==> src/rtl/skf_pkg.sv <==
// ----------------------------------------------------------------------------
// Scalar Kalman filter package
// Widths, register codes, sequencer codes and shared types.
// ----------------------------------------------------------------------------
`default_nettype none

package skf_pkg;

   localparam int DATA_W        = 32;
   localparam int FRAC_BITS_DEF = 16;
   localparam int CSR_ADDR_W    = 5;
   localparam int OPND_W        = DATA_W + 1;
   localparam int ACC_W         = DATA_W + 2;
   localparam int PROD_W        = 2 * OPND_W;

   typedef enum logic [2:0] {
      REG_STATE_COEFF      = 3'd0,
      REG_OBSERVE_COEFF    = 3'd1,
      REG_PROCESS_NOISE    = 3'd2,
      REG_MEASURE_NOISE    = 3'd3,
      REG_INITIAL_VARIANCE = 3'd4
   } reg_idx_type;

   typedef struct packed {
      logic [DATA_W-1:0] state_coeff;
      logic [DATA_W-1:0] observe_coeff;
      logic [DATA_W-1:0] process_noise;
      logic [DATA_W-1:0] measure_noise;
   } cfg_type;

   typedef enum logic [1:0] {
      ADD_NONE,
      ADD_PLUS,
      ADD_RSUB
   } add_mode_type;

   typedef struct packed {
      logic         sat_unsigned;
      add_mode_type add_mode;
   } alu_op_type;

   typedef enum logic [3:0] {
      STEP_PRED,
      STEP_A2,
      STEP_PP,
      STEP_PH,
      STEP_H2,
      STEP_DEN,
      STEP_RES,
      STEP_XNEW,
      STEP_OMK,
      STEP_NP
   } step_type;

   typedef enum logic [2:0] {
      S_IDLE,
      S_MUL,
      S_WB,
      S_DIV_GO,
      S_DIV_WAIT,
      S_FIN
   } state_type;

   function automatic logic [DATA_W-1:0] fx_one(input int frac);
      return DATA_W'(64'd1 << frac);
   endfunction

endpackage

`default_nettype wire

==> src/rtl/scalar_kalman_filter_unit.sv <==
// ----------------------------------------------------------------------------
// Scalar Kalman filter unit
// One-dimensional Kalman filter in signed fixed point, one update per item.
// ----------------------------------------------------------------------------
// Usage:
//   req_* carries one measurement per item; rsp_* returns the filtered
//   estimate of that update. The csr_* port sets A, H, Q, R and an initial
//   variance that the filter does not read (byte addresses 0, 4, 8, 12, 16).
//   Write registers only while no update is in flight.
// Sequence:
//   Each item takes ten passes through the shared multiplier, plus the
//   restoring gain divider at one bit a cycle over 32 + FRAC_BITS bits.
//   A zero gain denominator skips the divider and sets the gain to zero.
//   req_tready is high only while the unit is idle.
// Reset:
//   Clears the estimate to zero, loads the default variance and restores
//   the CSR registers to their defaults; no result is pending.
// Stall:
//   A finished result waits in the output register; the next item is
//   accepted meanwhile, and its result waits until the earlier one is taken.
// ----------------------------------------------------------------------------
`default_nettype none

module scalar_kalman_filter_unit import skf_pkg::*; #(
   parameter int FRAC_BITS = FRAC_BITS_DEF
) (
   input  logic                  clock,
   input  logic                  reset,
   input  logic                  req_tvalid,
   output logic                  req_tready,
   input  logic [DATA_W-1:0]     req_tdata,   // [31:0] measurement
   output logic                  rsp_tvalid,
   input  logic                  rsp_tready,
   output logic [DATA_W-1:0]     rsp_tdata,   // [31:0] estimate
   input  logic                  csr_psel,
   input  logic                  csr_penable,
   input  logic                  csr_pwrite,
   input  logic [CSR_ADDR_W-1:0] csr_paddr,
   input  logic [DATA_W-1:0]     csr_pwdata,
   output logic [DATA_W-1:0]     csr_prdata,
   output logic                  csr_pready
);

   cfg_type cfg;

   assign csr_pready = 1'b1;

   skf_csr #(.FRAC_BITS(FRAC_BITS)) u_csr (
      .clock       (clock),
      .reset       (reset),
      .csr_psel    (csr_psel),
      .csr_penable (csr_penable),
      .csr_pwrite  (csr_pwrite),
      .csr_paddr   (csr_paddr),
      .csr_pwdata  (csr_pwdata),
      .csr_prdata  (csr_prdata),
      .cfg         (cfg)
   );

   skf_seq #(.FRAC_BITS(FRAC_BITS)) u_seq (
      .clock      (clock),
      .reset      (reset),
      .cfg        (cfg),
      .req_tvalid (req_tvalid),
      .req_tready (req_tready),
      .req_tdata  (req_tdata),
      .rsp_tvalid (rsp_tvalid),
      .rsp_tready (rsp_tready),
      .rsp_tdata  (rsp_tdata)
   );

endmodule

`default_nettype wire

==> src/rtl/skf_csr.sv <==
// ----------------------------------------------------------------------------
// Scalar Kalman filter register file
// APB-style write and read access to the five filter coefficients.
// ----------------------------------------------------------------------------
`default_nettype none

module skf_csr import skf_pkg::*; #(
   parameter int FRAC_BITS = FRAC_BITS_DEF
) (
   input  logic                  clock,
   input  logic                  reset,
   input  logic                  csr_psel,
   input  logic                  csr_penable,
   input  logic                  csr_pwrite,
   input  logic [CSR_ADDR_W-1:0] csr_paddr,
   input  logic [DATA_W-1:0]     csr_pwdata,
   output logic [DATA_W-1:0]     csr_prdata,
   output cfg_type               cfg
);

   localparam logic [DATA_W-1:0] ONE_RST = fx_one(FRAC_BITS);
   localparam logic [DATA_W-1:0] R_RST   =
      DATA_W'(((64'd1 << FRAC_BITS) * 64'd5 + 64'd50) / 64'd100);
   localparam logic [DATA_W-1:0] P0_RST  = DATA_W'(64'd10 << FRAC_BITS);

   logic [DATA_W-1:0] state_coeff_ff, state_coeff_in;
   logic [DATA_W-1:0] observe_coeff_ff, observe_coeff_in;
   logic [DATA_W-1:0] process_noise_ff, process_noise_in;
   logic [DATA_W-1:0] measure_noise_ff, measure_noise_in;
   logic [DATA_W-1:0] initial_variance_ff, initial_variance_in;
   reg_idx_type       idx;
   logic              wr_en;

   assign idx   = reg_idx_type'(csr_paddr[CSR_ADDR_W-1:2]);
   assign wr_en = csr_psel & csr_penable & csr_pwrite;

   always_comb begin
      state_coeff_in      = state_coeff_ff;
      observe_coeff_in    = observe_coeff_ff;
      process_noise_in    = process_noise_ff;
      measure_noise_in    = measure_noise_ff;
      initial_variance_in = initial_variance_ff;
      if (wr_en) begin
         unique case (idx)
            REG_STATE_COEFF:      state_coeff_in      = csr_pwdata;
            REG_OBSERVE_COEFF:    observe_coeff_in    = csr_pwdata;
            REG_PROCESS_NOISE:    process_noise_in    = csr_pwdata;
            REG_MEASURE_NOISE:    measure_noise_in    = csr_pwdata;
            REG_INITIAL_VARIANCE: initial_variance_in = csr_pwdata;
            default: ;
         endcase
      end
   end

   always_ff @(posedge clock) begin
      if (reset) begin
         state_coeff_ff      <= ONE_RST;
         observe_coeff_ff    <= ONE_RST;
         process_noise_ff    <= '0;
         measure_noise_ff    <= R_RST;
         initial_variance_ff <= P0_RST;
      end else begin
         state_coeff_ff      <= state_coeff_in;
         observe_coeff_ff    <= observe_coeff_in;
         process_noise_ff    <= process_noise_in;
         measure_noise_ff    <= measure_noise_in;
         initial_variance_ff <= initial_variance_in;
      end
   end

   always_comb begin
      unique case (idx)
         REG_STATE_COEFF:      csr_prdata = state_coeff_ff;
         REG_OBSERVE_COEFF:    csr_prdata = observe_coeff_ff;
         REG_PROCESS_NOISE:    csr_prdata = process_noise_ff;
         REG_MEASURE_NOISE:    csr_prdata = measure_noise_ff;
         REG_INITIAL_VARIANCE: csr_prdata = initial_variance_ff;
         default:              csr_prdata = '0;
      endcase
   end

   assign cfg = '{state_coeff:   state_coeff_ff,
                  observe_coeff: observe_coeff_ff,
                  process_noise: process_noise_ff,
                  measure_noise: measure_noise_ff};

endmodule

`default_nettype wire

==> src/rtl/skf_alu.sv <==
// ----------------------------------------------------------------------------
// Scalar Kalman filter shared multiply unit
// Registered 33x33 product, then round half up, saturate, optional add or
// reverse subtract of an addend, and saturate again.
// ----------------------------------------------------------------------------
`default_nettype none

module skf_alu import skf_pkg::*; #(
   parameter int FRAC_BITS = FRAC_BITS_DEF
) (
   input  logic                     clock,
   input  logic signed [OPND_W-1:0] opa,
   input  logic signed [OPND_W-1:0] opb,
   input  logic signed [ACC_W-1:0]  addend,
   input  alu_op_type               op,
   output logic signed [OPND_W-1:0] result
);

   localparam logic signed [PROD_W-1:0] HALF  =
      {{(PROD_W-1){1'b0}}, 1'b1} << (FRAC_BITS - 1);
   localparam logic signed [PROD_W-1:0] U_MAX = {{(PROD_W-32){1'b0}}, 32'hFFFF_FFFF};
   localparam logic signed [PROD_W-1:0] S_MAX = {{(PROD_W-31){1'b0}}, 31'h7FFF_FFFF};
   localparam logic signed [PROD_W-1:0] S_MIN = {{(PROD_W-31){1'b1}}, 31'h0};

   logic signed [PROD_W-1:0] prod_ff, prod_in;
   logic signed [ACC_W-1:0]  addend_ff;
   alu_op_type               op_ff;
   logic signed [PROD_W-1:0] rnd;
   logic signed [OPND_W-1:0] r1;
   logic signed [PROD_W-1:0] r1_ext;
   logic signed [PROD_W-1:0] add_ext;
   logic signed [PROD_W-1:0] sum;

   function automatic logic signed [OPND_W-1:0] clamp(input logic signed [PROD_W-1:0] v,
                                                      input logic uns);
      logic signed [OPND_W-1:0] r;
      if (uns) begin
         if (v > U_MAX)  r = U_MAX[OPND_W-1:0];
         else if (v < 0) r = '0;
         else            r = v[OPND_W-1:0];
      end else begin
         if (v > S_MAX)      r = S_MAX[OPND_W-1:0];
         else if (v < S_MIN) r = S_MIN[OPND_W-1:0];
         else                r = v[OPND_W-1:0];
      end
      return r;
   endfunction

   assign prod_in = opa * opb;

   always_ff @(posedge clock) begin
      prod_ff   <= prod_in;
      addend_ff <= addend;
      op_ff     <= op;
   end

   always_comb begin
      rnd     = (prod_ff + HALF) >>> FRAC_BITS;
      r1      = clamp(rnd, op_ff.sat_unsigned);
      r1_ext  = {{(PROD_W-OPND_W){r1[OPND_W-1]}}, r1};
      add_ext = {{(PROD_W-ACC_W){addend_ff[ACC_W-1]}}, addend_ff};
      unique case (op_ff.add_mode)
         ADD_PLUS: sum = add_ext + r1_ext;
         ADD_RSUB: sum = add_ext - r1_ext;
         default:  sum = r1_ext;
      endcase
      result = clamp(sum, op_ff.sat_unsigned);
   end

endmodule

`default_nettype wire

==> src/rtl/skf_div.sv <==
// ----------------------------------------------------------------------------
// Scalar Kalman filter gain divider
// Restoring divider, one quotient bit a cycle: num * 2^FRAC_BITS / den,
// truncated toward zero and saturated to the signed 32-bit range.
// ----------------------------------------------------------------------------
`default_nettype none

module skf_div import skf_pkg::*; #(
   parameter int FRAC_BITS = FRAC_BITS_DEF
) (
   input  logic                     clock,
   input  logic                     reset,
   input  logic                     start,
   input  logic signed [DATA_W-1:0] num,
   input  logic [DATA_W-1:0]        den,
   output logic                     done,
   output logic signed [DATA_W-1:0] quot
);

   localparam int DVD_W = DATA_W + FRAC_BITS;
   localparam int CNT_W = $clog2(DVD_W + 1);

   logic              busy_ff, busy_in;
   logic              done_ff, done_in;
   logic [CNT_W-1:0]  cnt_ff, cnt_in;
   logic [DVD_W-1:0]  dvd_ff, dvd_in;
   logic [DATA_W-1:0] rem_ff, rem_in;
   logic [DATA_W-1:0] den_ff, den_in;
   logic [DATA_W:0]   q_ff, q_in;
   logic              ovf_ff, ovf_in;
   logic              neg_ff, neg_in;
   logic [DATA_W-1:0] mag;
   logic [DATA_W:0]   trial;
   logic              ge;

   always_comb begin
      mag     = num[DATA_W-1] ? (~num + 1'b1) : num;
      trial   = {rem_ff, dvd_ff[DVD_W-1]};
      ge      = trial >= {1'b0, den_ff};
      busy_in = busy_ff;
      done_in = 1'b0;
      cnt_in  = cnt_ff;
      dvd_in  = dvd_ff;
      rem_in  = rem_ff;
      den_in  = den_ff;
      q_in    = q_ff;
      ovf_in  = ovf_ff;
      neg_in  = neg_ff;
      if (start) begin
         busy_in = 1'b1;
         cnt_in  = CNT_W'(DVD_W);
         dvd_in  = {mag, {FRAC_BITS{1'b0}}};
         rem_in  = '0;
         den_in  = den;
         q_in    = '0;
         ovf_in  = 1'b0;
         neg_in  = num[DATA_W-1];
      end else if (busy_ff) begin
         rem_in = ge ? DATA_W'(trial - {1'b0, den_ff}) : trial[DATA_W-1:0];
         q_in   = {q_ff[DATA_W-1:0], ge};
         ovf_in = ovf_ff | q_ff[DATA_W];
         dvd_in = dvd_ff << 1;
         cnt_in = cnt_ff - 1'b1;
         if (cnt_ff == CNT_W'(1)) begin
            busy_in = 1'b0;
            done_in = 1'b1;
         end
      end
   end

   always_ff @(posedge clock) begin
      if (reset) begin
         busy_ff <= 1'b0;
         done_ff <= 1'b0;
         cnt_ff  <= '0;
      end else begin
         busy_ff <= busy_in;
         done_ff <= done_in;
         cnt_ff  <= cnt_in;
      end
      dvd_ff <= dvd_in;
      rem_ff <= rem_in;
      den_ff <= den_in;
      q_ff   <= q_in;
      ovf_ff <= ovf_in;
      neg_ff <= neg_in;
   end

   always_comb begin
      if (neg_ff) begin
         if (ovf_ff || q_ff > {1'b0, 32'h8000_0000}) quot = 32'sh8000_0000;
         else                                        quot = ~q_ff[DATA_W-1:0] + 1'b1;
      end else begin
         if (ovf_ff || q_ff > {1'b0, 32'h7FFF_FFFF}) quot = 32'sh7FFF_FFFF;
         else                                        quot = q_ff[DATA_W-1:0];
      end
   end

   assign done = done_ff;

endmodule

`default_nettype wire

==> src/rtl/skf_seq.sv <==
// ----------------------------------------------------------------------------
// Scalar Kalman filter sequencer
// Steps one update through the shared multiply unit and the gain divider,
// holds the filter state and the output register.
// ----------------------------------------------------------------------------
`default_nettype none

module skf_seq import skf_pkg::*; #(
   parameter int FRAC_BITS = FRAC_BITS_DEF
) (
   input  logic              clock,
   input  logic              reset,
   input  cfg_type           cfg,
   input  logic              req_tvalid,
   output logic              req_tready,
   input  logic [DATA_W-1:0] req_tdata,
   output logic              rsp_tvalid,
   input  logic              rsp_tready,
   output logic [DATA_W-1:0] rsp_tdata
);

   localparam logic [DATA_W-1:0] ONE    = fx_one(FRAC_BITS);
   localparam logic [DATA_W-1:0] P0_RST = DATA_W'(64'd10 << FRAC_BITS);

   state_type state_ff, state_in;
   step_type  step_ff, step_in;

   logic [DATA_W-1:0] meas_ff, meas_in;
   logic [DATA_W-1:0] estimate_ff, estimate_in;
   logic [DATA_W-1:0] variance_ff, variance_in;
   logic [DATA_W-1:0] pred_ff, pred_in;
   logic [DATA_W-1:0] a2_ff, a2_in;
   logic [DATA_W-1:0] pp_ff, pp_in;
   logic [DATA_W-1:0] ph_ff, ph_in;
   logic [DATA_W-1:0] h2_ff, h2_in;
   logic [DATA_W-1:0] den_ff, den_in;
   logic [DATA_W-1:0] k_ff, k_in;
   logic [DATA_W-1:0] res_ff, res_in;
   logic [DATA_W-1:0] omk_ff, omk_in;
   logic [DATA_W-1:0] out_data_ff, out_data_in;
   logic              out_valid_ff, out_valid_in;

   logic                     accept;
   logic                     wb_en;
   logic                     div_start;
   logic                     div_done;
   logic                     load_out;
   logic                     den_zero;
   logic signed [OPND_W-1:0] opa;
   logic signed [OPND_W-1:0] opb;
   logic signed [ACC_W-1:0]  addend;
   alu_op_type               op;
   logic signed [OPND_W-1:0] alu_result;
   logic signed [DATA_W-1:0] div_quot;

   function automatic logic signed [OPND_W-1:0] ext_s(input logic [DATA_W-1:0] v);
      return {v[DATA_W-1], v};
   endfunction

   function automatic logic signed [OPND_W-1:0] ext_u(input logic [DATA_W-1:0] v);
      return {1'b0, v};
   endfunction

   assign den_zero = (den_ff == '0);

   skf_alu #(.FRAC_BITS(FRAC_BITS)) u_alu (
      .clock  (clock),
      .opa    (opa),
      .opb    (opb),
      .addend (addend),
      .op     (op),
      .result (alu_result)
   );

   skf_div #(.FRAC_BITS(FRAC_BITS)) u_div (
      .clock (clock),
      .reset (reset),
      .start (div_start),
      .num   (ph_ff),
      .den   (den_ff),
      .done  (div_done),
      .quot  (div_quot)
   );

   always_comb begin
      state_in = state_ff;
      unique case (state_ff)
         S_IDLE:     if (req_tvalid) state_in = S_MUL;
         S_MUL:      state_in = S_WB;
         S_WB: begin
            if (step_ff == STEP_DEN)     state_in = S_DIV_GO;
            else if (step_ff == STEP_NP) state_in = S_FIN;
            else                         state_in = S_MUL;
         end
         S_DIV_GO:   state_in = den_zero ? S_MUL : S_DIV_WAIT;
         S_DIV_WAIT: if (div_done) state_in = S_MUL;
         S_FIN:      if (!out_valid_ff || rsp_tready) state_in = S_IDLE;
         default:    state_in = S_IDLE;
      endcase
   end

   always_comb begin
      req_tready = (state_ff == S_IDLE);
      accept     = req_tready & req_tvalid;
      wb_en      = (state_ff == S_WB);
      div_start  = (state_ff == S_DIV_GO) & ~den_zero;
      load_out   = (state_ff == S_FIN) & (~out_valid_ff | rsp_tready);
   end

   always_comb begin
      opa    = ext_s(cfg.state_coeff);
      opb    = ext_s(estimate_ff);
      addend = '0;
      op     = '{sat_unsigned: 1'b0, add_mode: ADD_NONE};
      unique case (step_ff)
         STEP_PRED: ;
         STEP_A2: begin
            opb = ext_s(cfg.state_coeff);
            op  = '{sat_unsigned: 1'b1, add_mode: ADD_NONE};
         end
         STEP_PP: begin
            opa    = ext_u(a2_ff);
            opb    = ext_u(variance_ff);
            addend = {2'b00, cfg.process_noise};
            op     = '{sat_unsigned: 1'b1, add_mode: ADD_PLUS};
         end
         STEP_PH: begin
            opa = ext_u(pp_ff);
            opb = ext_s(cfg.observe_coeff);
         end
         STEP_H2: begin
            opa = ext_s(cfg.observe_coeff);
            opb = ext_s(cfg.observe_coeff);
            op  = '{sat_unsigned: 1'b1, add_mode: ADD_NONE};
         end
         STEP_DEN: begin
            opa    = ext_u(pp_ff);
            opb    = ext_u(h2_ff);
            addend = {2'b00, cfg.measure_noise};
            op     = '{sat_unsigned: 1'b1, add_mode: ADD_PLUS};
         end
         STEP_RES: begin
            opa    = ext_s(cfg.observe_coeff);
            opb    = ext_s(pred_ff);
            addend = {{2{meas_ff[DATA_W-1]}}, meas_ff};
            op     = '{sat_unsigned: 1'b0, add_mode: ADD_RSUB};
         end
         STEP_XNEW: begin
            opa    = ext_s(k_ff);
            opb    = ext_s(res_ff);
            addend = {{2{pred_ff[DATA_W-1]}}, pred_ff};
            op     = '{sat_unsigned: 1'b0, add_mode: ADD_PLUS};
         end
         STEP_OMK: begin
            opa    = ext_s(k_ff);
            opb    = ext_s(cfg.observe_coeff);
            addend = {2'b00, ONE};
            op     = '{sat_unsigned: 1'b0, add_mode: ADD_RSUB};
         end
         STEP_NP: begin
            opa = ext_s(omk_ff);
            opb = ext_u(pp_ff);
            op  = '{sat_unsigned: 1'b1, add_mode: ADD_NONE};
         end
         default: ;
      endcase
   end

   always_comb begin
      step_in      = step_ff;
      meas_in      = meas_ff;
      estimate_in  = estimate_ff;
      variance_in  = variance_ff;
      pred_in      = pred_ff;
      a2_in        = a2_ff;
      pp_in        = pp_ff;
      ph_in        = ph_ff;
      h2_in        = h2_ff;
      den_in       = den_ff;
      k_in         = k_ff;
      res_in       = res_ff;
      omk_in       = omk_ff;
      out_data_in  = out_data_ff;
      out_valid_in = out_valid_ff & ~rsp_tready;

      if (accept) begin
         meas_in = req_tdata;
         step_in = STEP_PRED;
      end

      if (wb_en) begin
         unique case (step_ff)
            STEP_PRED: pred_in     = alu_result[DATA_W-1:0];
            STEP_A2:   a2_in       = alu_result[DATA_W-1:0];
            STEP_PP:   pp_in       = alu_result[DATA_W-1:0];
            STEP_PH:   ph_in       = alu_result[DATA_W-1:0];
            STEP_H2:   h2_in       = alu_result[DATA_W-1:0];
            STEP_DEN:  den_in      = alu_result[DATA_W-1:0];
            STEP_RES:  res_in      = alu_result[DATA_W-1:0];
            STEP_XNEW: estimate_in = alu_result[DATA_W-1:0];
            STEP_OMK:  omk_in      = alu_result[DATA_W-1:0];
            STEP_NP:   variance_in = alu_result[DATA_W-1:0];
            default: ;
         endcase
         if (step_ff != STEP_DEN && step_ff != STEP_NP) begin
            step_in = step_type'(step_ff + 4'd1);
         end
      end

      if (state_ff == S_DIV_GO && den_zero) begin
         k_in    = '0;
         step_in = STEP_RES;
      end

      if (state_ff == S_DIV_WAIT && div_done) begin
         k_in    = div_quot;
         step_in = STEP_RES;
      end

      if (load_out) begin
         out_data_in  = estimate_ff;
         out_valid_in = 1'b1;
      end
   end

   always_ff @(posedge clock) begin
      if (reset) begin
         state_ff     <= S_IDLE;
         step_ff      <= STEP_PRED;
         estimate_ff  <= '0;
         variance_ff  <= P0_RST;
         out_valid_ff <= 1'b0;
      end else begin
         state_ff     <= state_in;
         step_ff      <= step_in;
         estimate_ff  <= estimate_in;
         variance_ff  <= variance_in;
         out_valid_ff <= out_valid_in;
      end
      meas_ff     <= meas_in;
      pred_ff     <= pred_in;
      a2_ff       <= a2_in;
      pp_ff       <= pp_in;
      ph_ff       <= ph_in;
      h2_ff       <= h2_in;
      den_ff      <= den_in;
      k_ff        <= k_in;
      res_ff      <= res_in;
      omk_ff      <= omk_in;
      out_data_ff <= out_data_in;
   end

   assign rsp_tvalid = out_valid_ff;
   assign rsp_tdata  = out_data_ff;

endmodule

`default_nettype wire

==> config.mk <==
export PLATFORM = sky130hd
export DESIGN_NAME = scalar_kalman_filter_unit
export DESIGN_NICKNAME = d
export VERILOG_FILES = /design/src/rtl/skf_pkg.sv /design/src/rtl/scalar_kalman_filter_unit.sv /design/src/rtl/skf_csr.sv /design/src/rtl/skf_alu.sv /design/src/rtl/skf_div.sv /design/src/rtl/skf_seq.sv
export SDC_FILE = /design/constraint.sdc
export NUM_CORES = 2
export LEC_CHECK = 0
export BUFFER_PORTS_ARGS = -buffer_cell sky130_fd_sc_hd__buf_4
export CAP_MARGIN = 20
export CORE_MARGIN = 3
export CORE_UTILIZATION = 50
export CTS_CLUSTER_DIAMETER = 80
export DETAILED_ROUTE_END_ITERATION = 10
export PLACE_DENSITY = 0.66
export SLEW_MARGIN = 25
export SYNTH_ARGS = -nofsm -noshare
export SYNTH_HDL_FRONTEND = slang
export SYNTH_HIERARCHICAL = 1
export SYNTH_SLANG_ARGS = --single-unit
==> constraint.sdc <==
create_clock -name clock -period 19.5 [get_ports clock]
set_clock_uncertainty 0.2 [all_clocks]
set_input_delay 1.95 -clock clock [delete_from_list [all_inputs] [get_ports clock]]
set_output_delay 1.95 -clock clock [all_outputs]
set_load 0.005 [all_outputs]
== Word level (Yosys, flattened, before mapping) ==
Cells that the tools add are included.

* $add $sub $neg: 8
* Multipliers: 1
* Magnitude comparators: 11
* Eq/ne operators: 26
* Mux-type cells: 44
* Bitwise logic cells: 14
* Reductions and logical operators: 39

{| class="wikitable"
|+ Operators by type and width
! cell !! count
|-
| two-way mux 32 bit || 12
|-
| case mux 33 bit (7 select lines) || 1
|-
| case mux 34 bit (5 select lines) || 1
|-
| two-way mux 33 bit || 5
|-
| case mux 33 bit (5 select lines) || 1
|-
| case mux 32 bit (5 select lines) || 1
|-
| case mux 66 bit (2 select lines) || 1
|-
| two-way mux 48 bit || 2
|-
| adder 66 x 17 -> 66 bit (second input constant) || 1
|-
| greater-than comparator 66 x 32 -> 1 bit (second input constant) || 1
|-
| greater-than comparator 66 x 33 -> 1 bit (second input constant) || 1
|-
| less-than comparator 66 x 1 -> 1 bit (second input constant) || 1
|-
| less-than comparator 66 x 32 -> 1 bit (second input constant) || 1
|-
| multiplier 33 x 33 -> 66 bit || 1
|-
| adder 32 x 1 -> 32 bit (second input constant) || 2
|-
| NOT 32 bit || 2
|-
| greater-than comparator 50 x 32 -> 1 bit (second input constant) || 1
|-
| greater-than comparator 50 x 33 -> 1 bit (second input constant) || 1
|-
| less-than comparator 50 x 1 -> 1 bit (second input constant) || 1
|-
| less-than comparator 50 x 32 -> 1 bit (second input constant) || 1
|-
| adder 34 x 33 -> 35 bit || 1
|-
| subtractor 34 x 33 -> 35 bit || 1
|-
| >= comparator 33 x 32 -> 1 bit || 1
|-
| greater-than comparator 33 x 31 -> 1 bit (second input constant) || 1
|-
| other kinds (38) || 101
|}

* Register bits: 826
* Input bits: 76
* Word-level logic and storage cells: 179

== Logic depth before layout (Yosys ltp) ==
* Word-level depth: 11
* Depth in mapped cells: 40
* Mapped depth without buffers: 36

== Hierarchy ==
The synthesis kept the hierarchy.

{| class="wikitable"
|+ Modules (own cells, without submodules)
! module !! times used !! cells an instance !! area an instance (µm²) !! seq. area each (µm²)
|-
| skf_alu || 1 || 4879 || 43952.2 || 1761.7
|-
| skf_seq || 1 || 1328 || 17384.2 || 12011.5
|-
| skf_div || 1 || 1041 || 8874.8 || 3433.3
|-
| skf_csr || 1 || 734 || 7505.9 || 3203.1
|-
| scalar_kalman_filter_unit || 1 || 2 || 11.3 || 0.0
|}

== Worst setup path after synthesis ==
OpenSTA, ideal clock, no wires.

* Path type: flip-flop to flip-flop
* Start point: reg u_seq.step_ff[0]
* End point: reg u_seq.u_alu.prod_ff[65]
* Library setup time: 121 ps
* Arrival: 10368 ps
* Required time: 19179 ps
* Setup slack: 8811 ps
* Stages on the path, launching flop included: 38
* Period minus slack after synthesis: 10689 ps
* Cells stage by stage: dfxtp_1 inv_1 ha_1 clkbuf_1 or2_2 clkbuf_1 buf_2 a32oi_1 nand3_1 o21a_1 clkbuf_1 nand2_1 inv_1 fa_1 inv_1 fa_1 inv_1 fa_1 [2 not listed] fa_1 fa_1 fa_1 inv_1 fa_1 ha_1 a21o_1 a21o_1 a21oi_1 nor2b_1 o21ai_0 nor4b_1 a211o_1 a21boi_0 or4_1 a31oi_1 o21bai_1 xnor2_1

* Longest elaborated chain between the ends: 4
* Elaborated cells on any way between the ends: 16

{| class="wikitable"
|+ Ends and longest elaborated chain
! item !! RTL line !! text
|-
| from (decl) || skf_seq.sv:26 || <nowiki>step_type step_ff, step_in;</nowiki>
|-
| from (signal assigned) || skf_seq.sv:235 || <nowiki>step_ff <= step_in;</nowiki>
|-
| == test 4 x 3 -> 1 bit (tied with other cells) || skf_seq.sv:115 || <nowiki>unique case (step_ff)</nowiki>
|-
| OR reduction 2 bit (no line) || n/a ||
|-
| case mux 33 bit (5 select lines) * || skf_seq.sv:115 ||
|-
| via u_seq.opa[32] || skf_seq.sv:49 || <nowiki>logic signed [OPND_W-1:0] opa;</nowiki>
|-
| multiplier 33 x 33 -> 66 bit * || skf_alu.sv:49 || <nowiki>assign prod_in = opa * opb;</nowiki>
|-
| via u_seq.u_alu.prod_in[65] || skf_alu.sv:25 || <nowiki>logic signed [PROD_W-1:0] prod_ff, prod_in;</nowiki>
|-
| to (signal assigned) || skf_alu.sv:52 || <nowiki>prod_ff <= prod_in;</nowiki>
|-
| to (decl) || skf_alu.sv:25 ||
|}

Mark *: on every way through the listed nets, which the timed path passes. The rest lies on a longest branch.
A chain may end at the register's enable or synchronous reset.

== Worst setup path after layout ==
* Start point: reg u_seq.step_ff[2]
* End point: reg u_seq.u_alu.prod_ff[65]

* Longest elaborated chain between the ends: 4
* Elaborated cells on any way between the ends: 16

{| class="wikitable"
|+ Ends and longest elaborated chain
! item !! RTL line !! text
|-
| == test 4 x 2 -> 1 bit (tied with other cells) || skf_seq.sv:115 ||
|-
| OR reduction 3 bit (no line) || n/a ||
|-
| case mux 33 bit (7 select lines) * || skf_seq.sv:115 ||
|-
| via u_seq.opb[0] || skf_seq.sv:50 || <nowiki>logic signed [OPND_W-1:0] opb;</nowiki>
|-
| multiplier 33 x 33 -> 66 bit * || skf_alu.sv:49 ||
|-
| via u_seq.u_alu.prod_in[65] || skf_alu.sv:25 ||
|}

Marked as above.

==> metrics <==
r2r endpoint=u_seq/u_alu/prod_ff[65]; Mapped Area=77700 µm²; post-cts resize count=0; Arr. time, crit path=12.71 ns; fmax=0.0811 GHz; drt initial violations=5933; final cell count without fillers=9987; gr usage total=29.6%; final WL=237000 µm; vias in the first global route=60346; die area=160000 µm²; CTS Buf Count=85; leakage=37.8 nW; CP max FO=47; r2r worst-path depth=36; DR vias=59247; Critical Path Most Common Cell=fa_1; nets@finish=9372; Net Sw Frac=32.3%; WL/cell=23.7 µm; CP delay by family, top=adder cells; RSZ-0062 raised after global routing=false; clock slew at reported path FFs=0.06 ns; IO Port Bufs=139; Setup CP Type=register to register; Regs by FF count=u_seq/u_alu/prod_ff x51, u_seq/u_alu/addend_ff x34, u_seq/u_div/q_ff x33; Initial Util=50.4%; vias per cell=5.93; Worst Setup EP=u_seq/u_alu/prod_ff[65]; Slowest-stage cell, CP=fa_1; final period utilization=63.2%; Hold Buf Count CTS=0; outcome=completed; H-Tree Depth=3; final hold vios=0; area of the core=154000 µm²; Gate power share=24.8%; power density cells=58.9 nW/µm²; Register Area=20400 µm²; max_cap viols=0; hpwl dp=174000 µm; gr ovfl total=0; Syn Inst Count=7983; max-slew violation count=0; Biggest register=u_seq/u_alu/prod_ff; Ports=143; Yosys Warn Count=6; GPL Wtd Cong=0.948; Filler cells=13659; Reg power frac=39.8%; multi-input logic area=51500 µm²; Cells after DPL=9815; Layout area overhead=8.17%; width of the die=400 µm; root buffer cell=clkbuf_16; worst reg-to-reg setup slack=7.17 ns; max reg flops=51; Setup Viol. Count Final=0; Reg-to-Reg Start=u_seq/step_ff[2]; first-pass detailed-route iteration total=6; pin count of the biggest net entering global routing=121; Die H=400 µm; Sw Pwr=1.60 mW; Max clock buf depth=3; num rows=144; cell-internal power=3.35 mW; Buf/Inv on CP=10; Critical Path Source Type=register; CTS tree=built; Critical Path Source=u_seq/step_ff[2]; slowest stage delay, CP=1.12 ns; Worst-Margin Slew=1.20 ns; clock network fraction of design power=35.5%; Syn Nets=9495; postcts setup bufs=0; first-pass GRT wire length=367000 µm; worst hold-check path type=register to register; DR DRC count=0; post-route ant nets=0; clock latency on the worst-skew pair=0.70 ns; Setup TNS=0 ns; total power after layout=4.95 mW; share of cells above drive strength 1=7.61%; Stages on worst setup path=36; clock sinks=811; WP data required=19.89 ns; Slew HR=20.3%; Max VDD drop=0.0712 mV; crit end category=register; initial antenna violation count=24; post-route minimum period=12.33 ns; Syn Area/Cell=9.74 µm²
[metal layers]
metal,global-route usage (%),wire length (µm),up-vias
li1,-,-,25631
met1,40.8,97500,30448
met2,46.4,107000,2681
met3,6.05,21900,483
met4,11.2,10100,4
met5,0,27,-
[through the flow]
| step | setup WS [ns] | area (µm²) | util [%] | hold WS, ns |
|---|---|---|---|---|
| after floorplan | 8.81 | 77700 | - | 0.227 |
| after global placement | 7.20 | 80900 | 52.4 | 0.236 |
| after detailed placement | 7.19 | 80900 | 52.5 | 0.238 |
| after CTS | 7.11 | 84000 | 54.5 | 0.252 |
| after global routing | 6.63 | 84000 | 54.5 | 0.262 |
| final | 7.17 | 84100 | 54.5 | 0.250 |
[how the worst min path moves through the flow]
stage | startpoint | cells past startpoint | end
2_1_floorplan | u_seq/den_ff[10] | 0 | u_seq/u_div/den_ff[10]
3_3_place_gp | u_seq/den_ff[19] | 0 | u_seq/u_div/den_ff[19]
3_5_place_dp | u_seq/den_ff[26] | 0 | u_seq/u_div/den_ff[26]
4_1_cts | u_seq/variance_ff[2] | 2 | u_seq/variance_ff[2]
5_1_grt | u_seq/den_ff[4] | 0 | u_seq/u_div/den_ff[4]
6_report | u_seq/den_ff[26] | 0 | u_seq/u_div/den_ff[26]
[cell usage in the layout (no fill, tap or decap), drive strengths merged, types with 230 or more instances in the layout]
| cell type | n |
|---|---|
| a21oi | 306 |
| and2 | 330 |
| buf | 269 |
| dfxtp | 394 |
| edfxtp | 417 |
| fa | 1146 |
| ha | 290 |
| inv | 1188 |
| mux2i | 232 |
| nand2 | 1159 |
| nand2b | 230 |
| nor2 | 344 |
[power groups by stage]
stage | logic (mW) | clock network (mW) | registers (mW)
2_1_floorplan | 0.825 | 0 | 1.98
3_3_place_gp | 1.17 | 0 | 2.00
3_5_place_dp | 1.19 | 0 | 2.00
4_1_cts | 1.20 | 1.77 | 1.97
5_1_grt | 1.32 | 1.84 | 1.97
6_report | 1.23 | 1.76 | 1.97
[area by class of cell]
class | count | share of cell area (%)
Clock inverter | 48 | 0.729
Tap cell | 2044 | 3.04
Inverter | 1186 | 5.30
Antenna cell | 10 | 0.0298
Clock buffer | 112 | 2.90
Timing Repair Buffer | 269 | 2.44
Sequential cell | 811 | 24.3
Multi-Input combinational cell | 5507 | 61.3
Note: power is estimated with default switching activity, not from simulation.
